<file path="src/sv/ddsplit_pkg.sv">
// Shared types and constants for the decimal digit splitter.
// Used by every module of the block; depends on nothing.
`default_nettype none

package ddsplit_pkg;

  // Default for the MAX_DIGITS parameter; the field length saturates here.
  localparam int unsigned MaxDigitsDef = 10;

  // Length as stored in the job queue; covers MAX_DIGITS up to 15.
  localparam int unsigned LenW = 4;

  // Columns move left by this much per digit.
  localparam logic [7:0] ColumnStep = 8'd6;

  // floor(v / 10) == (v * DivMagic) >> DivShift for every 32-bit v.
  localparam logic [63:0] DivMagic = 64'h0000_0000_CCCC_CCCD;
  localparam int unsigned DivShift = 35;

  typedef struct packed {
    logic [6:0]  start_column;
    logic [5:0]  row_position;
    logic [7:0]  field_length;
    logic [31:0] number_value;
    logic [1:0]  pixel_colour;
  } item_t;

  typedef struct packed {
    logic [3:0] decimal_digit;
    logic [7:0] digit_column;
    logic [5:0] digit_row;
    logic [1:0] digit_colour;
    logic       last_digit;
  } result_t;

  // One queued number with its length already saturated.
  typedef struct packed {
    logic [6:0]      column;
    logic [5:0]      row;
    logic [1:0]      colour;
    logic [LenW-1:0] len;
    logic [31:0]     value;
  } job_t;

  // What travels with the digits from the converter to the emitter.
  typedef struct packed {
    logic [6:0] column;
    logic [5:0] row;
    logic [1:0] colour;
  } place_t;

endpackage

`default_nettype wire

</file>
<file path="src/sv/ddsplit_emit.sv">
// Emitter: sends the converted digits out one beat per cycle, least
// significant first, with the running column. Depends on ddsplit_pkg.
`default_nettype none

module ddsplit_emit #(
  parameter int unsigned MAX_DIGITS = ddsplit_pkg::MaxDigitsDef,
  localparam int unsigned CntW = $clog2(MAX_DIGITS + 1),
  localparam int unsigned IdxW = (MAX_DIGITS > 1) ? $clog2(MAX_DIGITS) : 1
) (
  input  wire logic                        clk_i,
  input  wire logic                        rst_ni,
  input  wire logic                        hand_valid_i,
  output logic                             hand_ready_o,
  input  wire logic [MAX_DIGITS-1:0][3:0]  digits_i,
  input  wire logic [CntW-1:0]             count_i,
  input  wire ddsplit_pkg::place_t         place_i,
  output logic                             res_valid_o,
  output ddsplit_pkg::result_t             res_o
);

  logic                       active_q;
  logic [MAX_DIGITS-1:0][3:0] dig_q;
  logic [CntW-1:0]            k_q, n_q;
  logic [7:0]                 col_q;
  logic [5:0]                 row_q;
  logic [1:0]                 colour_q;

  logic            last, hand;
  logic [CntW-1:0] k_next;

  assign k_next       = k_q + CntW'(1);
  assign last         = (k_next == n_q);
  assign hand_ready_o = !active_q || last;
  assign hand         = hand_valid_i && hand_ready_o;

  assign res_valid_o         = active_q;
  assign res_o.decimal_digit = dig_q[k_q[IdxW-1:0]];
  assign res_o.digit_column  = col_q;
  assign res_o.digit_row     = row_q;
  assign res_o.digit_colour  = colour_q;
  assign res_o.last_digit    = last;

  always_ff @(posedge clk_i or negedge rst_ni) begin
    if (!rst_ni) begin
      active_q <= 1'b0;
    end else if (hand) begin
      active_q <= 1'b1;
    end else if (active_q && last) begin
      active_q <= 1'b0;
    end
  end

  always_ff @(posedge clk_i) begin
    if (hand) begin
      dig_q    <= digits_i;
      n_q      <= count_i;
      k_q      <= '0;
      col_q    <= {1'b0, place_i.column};
      row_q    <= place_i.row;
      colour_q <= place_i.colour;
    end else if (active_q) begin
      k_q   <= k_next;
      col_q <= col_q - ddsplit_pkg::ColumnStep;
    end
  end

endmodule

`default_nettype wire

</file>
<file path="config.mk">
export PLATFORM = sky130hd
export DESIGN_NAME = ddsplit_emit
export DESIGN_NICKNAME = d
export VERILOG_FILES = /design/src/sv/ddsplit_pkg.sv /design/src/sv/ddsplit_emit.sv
export SDC_FILE = /design/constraint.sdc
export NUM_CORES = 1
export LEC_CHECK = 0
export BUFFER_PORTS_ARGS = -buffer_cell sky130_fd_sc_hd__buf_2
export CORE_MARGIN = 2
export CORE_UTILIZATION = 34
export DETAILED_ROUTE_END_ITERATION = 7
export PLACE_DENSITY = 0.68
export SKIP_LAST_GASP = 1
export SLEW_MARGIN = 10
export SYNTH_ARGS = -nofsm -noshare
export SYNTH_HDL_FRONTEND = slang
export SYNTH_SLANG_ARGS = --single-unit
</file>
<file path="constraint.sdc">
create_clock -name clk_i -period 4.1 [get_ports clk_i]
set_input_delay 0.82 -clock clk_i [delete_from_list [all_inputs] [get_ports clk_i]]
set_output_delay 0.82 -clock clk_i [all_outputs]
set_load 0.005 [all_outputs]
</file>
==> qor.yml <==
cts_hold_buf: 0
cp-start-kind: "flip-flop"
vdd_drop_max_uv: 365
clk_pin_slew_worst_paths_ns: 0.07
dieArea_um2: 9100
arrival_ns: 2.46
finalHoldViolCount: 0
worst_slew_pin_slew_ns: 0.923
grt_usage_pct: 13.2
status: "finished, final reports clean"
slew_violations: 0
syn-cell-area_um2: 2840
clockBufferDepth: 2
vias_per_cell: 4.83
met1_length_mm: 2.24
syn-num-nets: 248
leakagePower_nw: 1.40
synthTopCellsByArea: "edfxtp_1 62%, mux4_2 6.3%, dfxtp_1 3.5%"
overflow: 0
ys_top_cells_by_count: "59 x edfxtp_1, 9 x mux2i_1, 8 x mux4_2, 8 x xnor2_1"
fin_crit_sh_pct: 79.9
wl_met3_um: 676
ys_seq_area_share_pct: 66.8
cts_resized: 0
r2r_setup_slack_ns: 1.00
start_util_pct: 34.8
die_w_um: 95.4
rsz0062_at_grt: "no"
place_ws_ns: 0.965
r2r_start: "k_q[0]$_SDFFE_PP0P_"
cp.required_ns: 3.28
place_inst: 365
drt-wirelength-per-cell_um: 14.8
vias: 1834
dp_hpwl_mm: 4.04
pwr_density_cell_nw_per_um2: 815
synth-edff-count: 59
cts_tree: "yes"
async_flop_share_pct: 1.54
coreArea_um2: 8180
maxSlewHeadroom_pct: 38.0
grt_pass1_wl_mm: 8.69
final_area_um2: 3570
ys_types: 41
ant_nets: 0
drive_gt1_share_pct: 42.2
placed_area_um2: 3360
layoutNonFillerInstCount: 380
crit_end: "hand_ready_o"
yosysMostFrequentCell: "edfxtp_1"
maxUsedRoutingLayer: "met4"
synthCells: 184
ys.flop_type: "edfxtp_1"
dr_wl_met2_mm: 2.64
postCtsSetupRepairBufs: 0
clock_latency_ns: 0.34
postSynthAreaPerCell_um2: 15.4
max_cap_viol_count: 0
num_rows: 33
nFillCells: 754
drt_iter0_drc: 88
r2r-end: "dig_q[33]$_DFFE_PP_"
yosys.area.top_type: "edfxtp_1"
clockRootBuffer: "clkbuf_8"
layout_min_cycle_time_ns: 3.28
cts-buffers-inserted: 9
fp.dieH_um: 95.4
cts_sinks: 65
yosysTopAreaCellShare_pct: 62.4
io_buffers: 84
grt_start_max_net_pins: 31
place_congestion: 0.771
final_nets: 335
hp-class: "in2async"
grt_pass1_vias: 1794
cp-end-kind: "output pin"
setup_viol: 0
syn2layout_area_growth_pct: 25.7
drcViolationCount: 0
fin_skew_ns: 0.0110
n_antenna_cell: 0
wl_mm: 5.64
critPathKind: "reg2out"
synth_seq_cells: 65
crit_fanout: 10
grt_antenna_before_repair: 0
pin_count: 85
first_pass_iters: 4
reg2regPathDepth: 6
startpoint: "k_q[0]$_SDFFE_PP0P_"
max_freq_mhz: 305
cts.htree.levels: 3
synth_warnings: 0
finalSetupTns_ns: 0
setup_ws_ns: 0.824
-- cell type report --
class,count,area (um^2),area share (%)
Sequential cell,65,1900,53.1
Clock inverter,6,90.1,2.52
Tap cell,105,131,3.68
Clock buffer,9,124,3.47
Timing Repair Buffer,87,455,12.7
Inverter,7,26.3,0.736
Multi-Input combinational cell,101,848,23.7
-- worst max-delay path: stages, from the launching register on --
cell	delay, ns
dfxtp_1	0.49
ha_1	0.31
xnor2_1	0.28
nand2_2	0.19
o31ai_2	0.62
buf_2	0.23
-- logic make-up (layout without fill, tap and decap cells) --
| kind of cell | after synthesis | after routing | synth area share, % |
|---|---|---|---|
| buf+inv | 18 | 109 | 3.43 |
| compound gates | 31 | 31 | 8.28 |
| simple gates | 39 | 39 | 7.18 |
| flops | 65 | 65 | 66.8 |
| xor+xnor | 12 | 12 | 3.96 |
| fa+ha+maj | 2 | 2 | 0.881 |
| mux | 17 | 17 | 9.51 |
-- sequential cells by signal (all words and copies together), names as in the netlist --
signal / flops
dig_q: 40
col_q: 8
row_q: 6
k_q: 4
n_q: 4
colour_q: 2
res_valid_o: 1
-- cell usage in the layout, fill, tap and decap left out, drive strengths merged, types with 4 or more instances in the layout --
cell / count
xnor2: 8
a21oi: 7
inv: 9
nand2: 7
mux2i: 9
mux4: 8
clkbuf: 9
nand3: 4
dfxtp: 5
and2: 4
xor2: 4
edfxtp: 59
buf: 87
o22ai: 4
nand2b: 5
nor3: 5
nor2: 7
-- metrics by stage --
| step | util (%) | total power (W) | hold slack (ns) |
|---|---|---|---|
| finish | 43.7 | 0.00291 | 0.242 |
| global route | 43.7 | 0.00312 | 0.224 |
| CTS | 43.7 | 0.00295 | 0.227 |
| detailed placement | 41.1 | 0.00234 | 0.560 |
| global placement | 41.1 | 0.00231 | 0.522 |
| floorplan | - | 0.00204 | 0.524 |
-- worst min-delay path by stage --
| stage | startpoint | endpoint | slack, ns |
|---|---|---|---|
| detailed placement | col_q[7]$_SDFFE_PP0P_ | col_q[7]$_SDFFE_PP0P_ | 0.56 |
| global route | rst_ni | res_valid_o$_DFFE_PN0P_ | 0.22 |
| global placement | col_q[7]$_SDFFE_PP0P_ | col_q[7]$_SDFFE_PP0P_ | 0.52 |
| floorplan | rst_ni | res_valid_o$_DFFE_PN0P_ | 0.52 |
| finish | rst_ni | res_valid_o$_DFFE_PN0P_ | 0.24 |
| CTS | rst_ni | res_valid_o$_DFFE_PN0P_ | 0.23 |
-- metal layers --
layer  up-vias  GRT usage [%]
met1       841           15.6
li1        886              -
met3         7           7.19
met4         0           5.00
met2       100           20.3
met5         -              0
-- report_power, final --
group          internal (W)  leakage, nW  switching (W)
Sequential          0.00101        0.597       0.000148
Combinational      0.000539        0.700       0.000618
Clock              0.000342        0.108       0.000250
Power figures use the tool's default switching activity.
