`config.mk`:
```
export PLATFORM = sky130hd
export DESIGN_NAME = ddsplit_front
export DESIGN_NICKNAME = d
export VERILOG_FILES = /design/src/sv/ddsplit_pkg.sv /design/src/sv/ddsplit_front.sv
export SDC_FILE = /design/constraint.sdc
export NUM_CORES = 1
export LEC_CHECK = 0
export BUFFER_PORTS_ARGS = -buffer_cell sky130_fd_sc_hd__buf_2
export CAP_MARGIN = 30
export CORE_ASPECT_RATIO = 0.8
export CORE_MARGIN = 2
export CORE_UTILIZATION = 35
export CTS_CLUSTER_DIAMETER = 30
export DETAILED_ROUTE_END_ITERATION = 8
export SYNTH_ARGS = -nofsm -noshare
export SYNTH_HDL_FRONTEND = slang
export SYNTH_SLANG_ARGS = --single-unit
```
`constraint.sdc`:
```
create_clock -name clk_i -period 4.7 [get_ports clk_i]
set_input_delay 0.705 -clock clk_i [delete_from_list [all_inputs] [get_ports clk_i]]
set_output_delay 0.705 -clock clk_i [all_outputs]
set_load 0.005 [all_outputs]
```
`src/sv/ddsplit_pkg.sv`:
```
// Shared types and constants for the decimal digit splitter.
// Used by every module of the block; depends on nothing.
`default_nettype none

package ddsplit_pkg;

  // Default for the MAX_DIGITS parameter; the field length saturates here.
  localparam int unsigned MaxDigitsDef = 10;

  // Length as stored in the job queue; covers MAX_DIGITS up to 15.
  localparam int unsigned LenW = 4;

  // Columns move left by this much per digit.
  localparam logic [7:0] ColumnStep = 8'd6;

  // floor(v / 10) == (v * DivMagic) >> DivShift for every 32-bit v.
  localparam logic [63:0] DivMagic = 64'h0000_0000_CCCC_CCCD;
  localparam int unsigned DivShift = 35;

  typedef struct packed {
    logic [6:0]  start_column;
    logic [5:0]  row_position;
    logic [7:0]  field_length;
    logic [31:0] number_value;
    logic [1:0]  pixel_colour;
  } item_t;

  typedef struct packed {
    logic [3:0] decimal_digit;
    logic [7:0] digit_column;
    logic [5:0] digit_row;
    logic [1:0] digit_colour;
    logic       last_digit;
  } result_t;

  // One queued number with its length already saturated.
  typedef struct packed {
    logic [6:0]      column;
    logic [5:0]      row;
    logic [1:0]      colour;
    logic [LenW-1:0] len;
    logic [31:0]     value;
  } job_t;

  // What travels with the digits from the converter to the emitter.
  typedef struct packed {
    logic [6:0] column;
    logic [5:0] row;
    logic [1:0] colour;
  } place_t;

endpackage

`default_nettype wire

```
`src/sv/ddsplit_front.sv`:
```
// Front end: accepts numbers, saturates the length, drops zero-length ones
// and keeps a two-entry job queue. Depends on ddsplit_pkg.
`default_nettype none

module ddsplit_front #(
  parameter int unsigned MAX_DIGITS = ddsplit_pkg::MaxDigitsDef
) (
  input  wire logic                clk_i,
  input  wire logic                rst_ni,
  input  wire logic                start_i,
  input  wire ddsplit_pkg::item_t  item_i,
  output logic                     busy_o,
  output logic                     job_valid_o,
  output ddsplit_pkg::job_t        job_o,
  input  wire logic                job_pop_i
);

  ddsplit_pkg::job_t ent_q [2];
  logic       wr_ptr_q, rd_ptr_q;
  logic [1:0] cnt_q, cnt_d;
  logic       accept, push, pop;
  ddsplit_pkg::job_t job_new;

  assign busy_o      = (cnt_q == 2'd2);
  assign job_valid_o = (cnt_q != 2'd0);
  assign job_o       = ent_q[rd_ptr_q];

  assign accept = start_i && !busy_o;
  // A zero length produces no digits, so such a number never enters the queue.
  assign push   = accept && (item_i.field_length != 8'd0);
  assign pop    = job_valid_o && job_pop_i;

  always_comb begin
    job_new.column = item_i.start_column;
    job_new.row    = item_i.row_position;
    job_new.colour = item_i.pixel_colour;
    job_new.value  = item_i.number_value;
    if (item_i.field_length > 8'(MAX_DIGITS)) begin
      job_new.len = ddsplit_pkg::LenW'(MAX_DIGITS);
    end else begin
      job_new.len = item_i.field_length[ddsplit_pkg::LenW-1:0];
    end
  end

  always_comb begin
    cnt_d = cnt_q;
    if (push && !pop) begin
      cnt_d = cnt_q + 2'd1;
    end else if (pop && !push) begin
      cnt_d = cnt_q - 2'd1;
    end
  end

  always_ff @(posedge clk_i or negedge rst_ni) begin
    if (!rst_ni) begin
      wr_ptr_q <= 1'b0;
      rd_ptr_q <= 1'b0;
      cnt_q    <= 2'd0;
    end else begin
      cnt_q <= cnt_d;
      if (push) begin
        wr_ptr_q <= !wr_ptr_q;
      end
      if (pop) begin
        rd_ptr_q <= !rd_ptr_q;
      end
    end
  end

  always_ff @(posedge clk_i) begin
    if (push) begin
      ent_q[wr_ptr_q] <= job_new;
    end
  end

endmodule

`default_nettype wire

```
==> summary.md <==
| Metric | Value |
|---|---|
| Outcome | `completed` |
| Post-DP HPWL | `4770 microns` |
| VDD IR-drop max | `0.000304 V` |
| Layout cell share with drive strength beyond 1 | `60.6%` |
| Synth Net Count | `246` |
| Root buffer cell | `clkbuf_16` |
| Final Util | `45.4%` |
| Synth Area per Inst | `21.3 sq um` |
| DR iter-0 viols | `60` |
| Pins Over Slew Limit | `0` |
| R2R setup slack | `2.21 ns` |
| # DRC | `0` |
| HP Class | `input pin to asynchronous set/reset pin` |
| Die height | `99.2 microns` |
| Worst Path Required | `3.99 ns` |
| Worst-path maximum fanout | `28` |
| Clock Latency Late Sink | `0.34 ns` |
| TritonCTS Buffers | `9` |
| PortBufs | `111` |
| Sequential-to-total area share from yosys stat | `79.8%` |
| RSZ-0062 raised after global routing | `false` |
| Fin crit period | `2.82 ns` |
| WS Path Type | `register to output pin` |
| Cts hold-fix bufs | `0` |
| Final nets | `365` |
| Rel. slew slack | `34.2%` |
| Routed WL per cell | `15.8 microns` |
| Longest Clk Path Bufs | `2` |
| YS warnings | `0` |
| Die ar. | `12,200 sq um` |
| Cts repair resizes | `0` |
| Largest net degree at the start of global routing | `32` |
| First-pass GRT wire length | `11,100 microns` |
| Fill cell count | `977` |
| Initial antenna violation count | `0` |
| Slew of the pin with the lowest slew margin | `0.985 ns` |
| Max_cap viols | `0` |
| Hold Vio Cnt, Final | `0` |
| PwrDens | `573 nW/um^2` |
| All-layer global routing usage | `12.4%` |
| Setup TNS | `0 ns` |
| Core area | `10,900 sq um` |
| Syn Inst Count | `186` |
| Clk pwr share | `24.3%` |
| Startpoint Class | `register` |
| Number of setup buffers added after CTS | `0` |
| Critical Path AT | `2.11 ns` |
| Critical path capture point type | `output pin` |
| Mapped Area | `3960 sq um` |
| Switching Fraction | `28.0%` |
| Sinks on Clock Net | `106` |
| Top Ports | `112` |
| Vias/cell | `4.52` |
| Initial Utilization | `36.2%` |
| Routability Congestion | `0.705` |
| Fin Clk Skew | `0.00693 ns` |
| Remaining global-route overflow | `0` |
| Hold slack | `0.169 ns` |
| Final Setup Violations | `0` |
| Routed vias | `2,052` |
| CTS clk-pin slew, worst paths | `0.06 ns` |
| Lkg Pwr | `1.85 nW` |
| Logic gate share of total power | `27.2%` |
| Drt total wl | `7160 microns` |
| Yosys cell types | `22` |
| Area Overhead vs Synth | `25.4%` |
| Antenna diodes | `0` |
| Vias in the first global route | `2,262` |
| Reg-to-Reg Start | `cnt_q[1]` |
| Psw | `0.797 mW` |
| Pint | `2.05 mW` |
| H-Tree Depth | `3` |
| Post-synthesis register bit count | `106` |
| Reg power frac | `48.5%` |
| Final Cycle Share | `59.9%` |
| R2R Path End | `ent_q[0][39]` |
| Worst Reg-to-Reg Cells | `4` |
| Routed Antenna Nets | `0` |
| DRT Pass-1 Iters | `4` |
| DIE WIDTH | `123 microns` |
| Rows | `34` |
| CTS tree | `done` |
| Fmax | `355 MHz` |
how the worst max path moves through the flow:
stage / start / to
after CTS: rd_ptr_q / job_o[33]
after global placement: item_i[37] / ent_q[0][38]
after floorplan: item_i[35] / ent_q[0][0]
after detailed placement: item_i[37] / ent_q[0][38]
final: rd_ptr_q / job_o[33]
after global routing: rd_ptr_q / job_o[33]
Yosys cell counts:
| cell | count | area, sq um |
|---|---|---|
| and3_1 | 1 | 6.26 |
| xnor2_1 | 2 | 17.5 |
| buf_2 | 1 | 5.00 |
| ha_1 | 1 | 12.5 |
| nor2_1 | 2 | 7.51 |
| nor4_4 | 1 | 21.3 |
| nor2b_1 | 1 | 6.26 |
| and2_1 | 1 | 6.26 |
| nor2b_2 | 1 | 8.76 |
| or2_2 | 1 | 6.26 |
| inv_1 | 2 | 7.51 |
| a21oi_1 | 1 | 5.00 |
| a211oi_4 | 1 | 20.0 |
| nand2b_1 | 1 | 6.26 |
| nand2_1 | 2 | 7.51 |
| mux2_2 | 51 | 574 |
| dfrtp_1 | 4 | 100 |
| edfxtp_1 | 102 | 3060 |
| o21ai_0 | 1 | 5.00 |
| buf_4 | 5 | 37.5 |
| xor2_1 | 3 | 26.3 |
| nor4_2 | 1 | 12.5 |
per-layer routing:
metal,share of wire (%),global-route usage [%],up-vias
met5,0,0,-
met3,7.7,5.39,10
met1,44,15.1,1010
li1,-,-,959
met4,1.6,4.51,0
met2,46,19.7,73
critical path: stages, from the launching register on:
cell     delay (ns)
dfrtp_2        0.74
buf_4          0.47
mux2_2         0.41
buf_2          0.14
stage by stage:
stage / power (mW) / cells / cell area (sq um) / worst slack (ns)
2_1_floorplan: 1.87 / 186 / 3960 / 0.883
3_3_place_gp: 2.19 / 438 / 4690 / 1.85
3_5_place_dp: 2.20 / 438 / 4690 / 1.79
4_1_cts: 2.91 / 454 / 4970 / 1.79
5_1_grt: 3.02 / 454 / 4970 / 1.74
6_report: 2.85 / 454 / 4970 / 1.88
layout by cell type, fill, tap and decap left out:
| cell type | count |
|---|---|
| a211oi_4 | 1 |
| a21oi_1 | 1 |
| and2_2 | 1 |
| and3_1 | 1 |
| buf_2 | 111 |
| buf_4 | 3 |
| clkbuf_16 | 9 |
| clkinv_1 | 1 |
| clkinv_4 | 3 |
| clkinvlp_4 | 2 |
| dfrtp_1 | 3 |
| dfrtp_2 | 1 |
| edfxtp_1 | 102 |
| ha_1 | 1 |
| inv_1 | 2 |
| inv_6 | 1 |
| mux2_2 | 51 |
| nand2_1 | 2 |
| nand2b_1 | 1 |
| nor2_1 | 2 |
| nor2b_2 | 1 |
| nor2b_4 | 1 |
| nor4_2 | 1 |
| nor4_4 | 1 |
| o21ai_0 | 1 |
| or2_2 | 1 |
| xnor2_1 | 2 |
| xor2_1 | 3 |
power groups by stage:
| stage | sequential [mW] | clock [mW] | combinational (mW) |
|---|---|---|---|
| 3_3_place_gp | 1.40 | 0 | 0.796 |
| 5_1_grt | 1.41 | 0.757 | 0.854 |
| 2_1_floorplan | 1.36 | 0 | 0.514 |
| 3_5_place_dp | 1.41 | 0 | 0.795 |
| 6_report | 1.38 | 0.693 | 0.774 |
| 4_1_cts | 1.39 | 0.717 | 0.800 |
cell families (layout without fill, tap and decap cells):
logic type	Yosys count	after routing	synth area share [%]
adders and majority gates	1	1	0.316
AOI/OAI and AO/OA	3	3	0.758
DFF	106	106	79.8
muxes	51	51	14.5
buffers and inverters	8	132	1.26
and+or+nand+nor	12	12	2.24
xor gates and xnor gates	5	5	1.11
sequential cells by signal, indices dropped and copies added, names as in the netlist:
| register | cells |
|---|---|
| cnt_q | 2 |
| ent_q | 102 |
| rd_ptr_q | 1 |
| wr_ptr_q | 1 |
area by class of cell:
| cell class | count | area (sq um) | area share (%) |
|---|---|---|---|
| clock inverters | 7 | 53.8 | 1.08 |
| clock buffers | 9 | 225 | 4.53 |
| flip-flops and latches | 106 | 3160 | 63.7 |
| well taps | 144 | 180 | 3.63 |
| multi-input cells | 72 | 758 | 15.3 |
| repair buffers | 114 | 578 | 11.6 |
| inverters | 2 | 7.51 | 0.151 |
(Power assumes the default switching activity.)
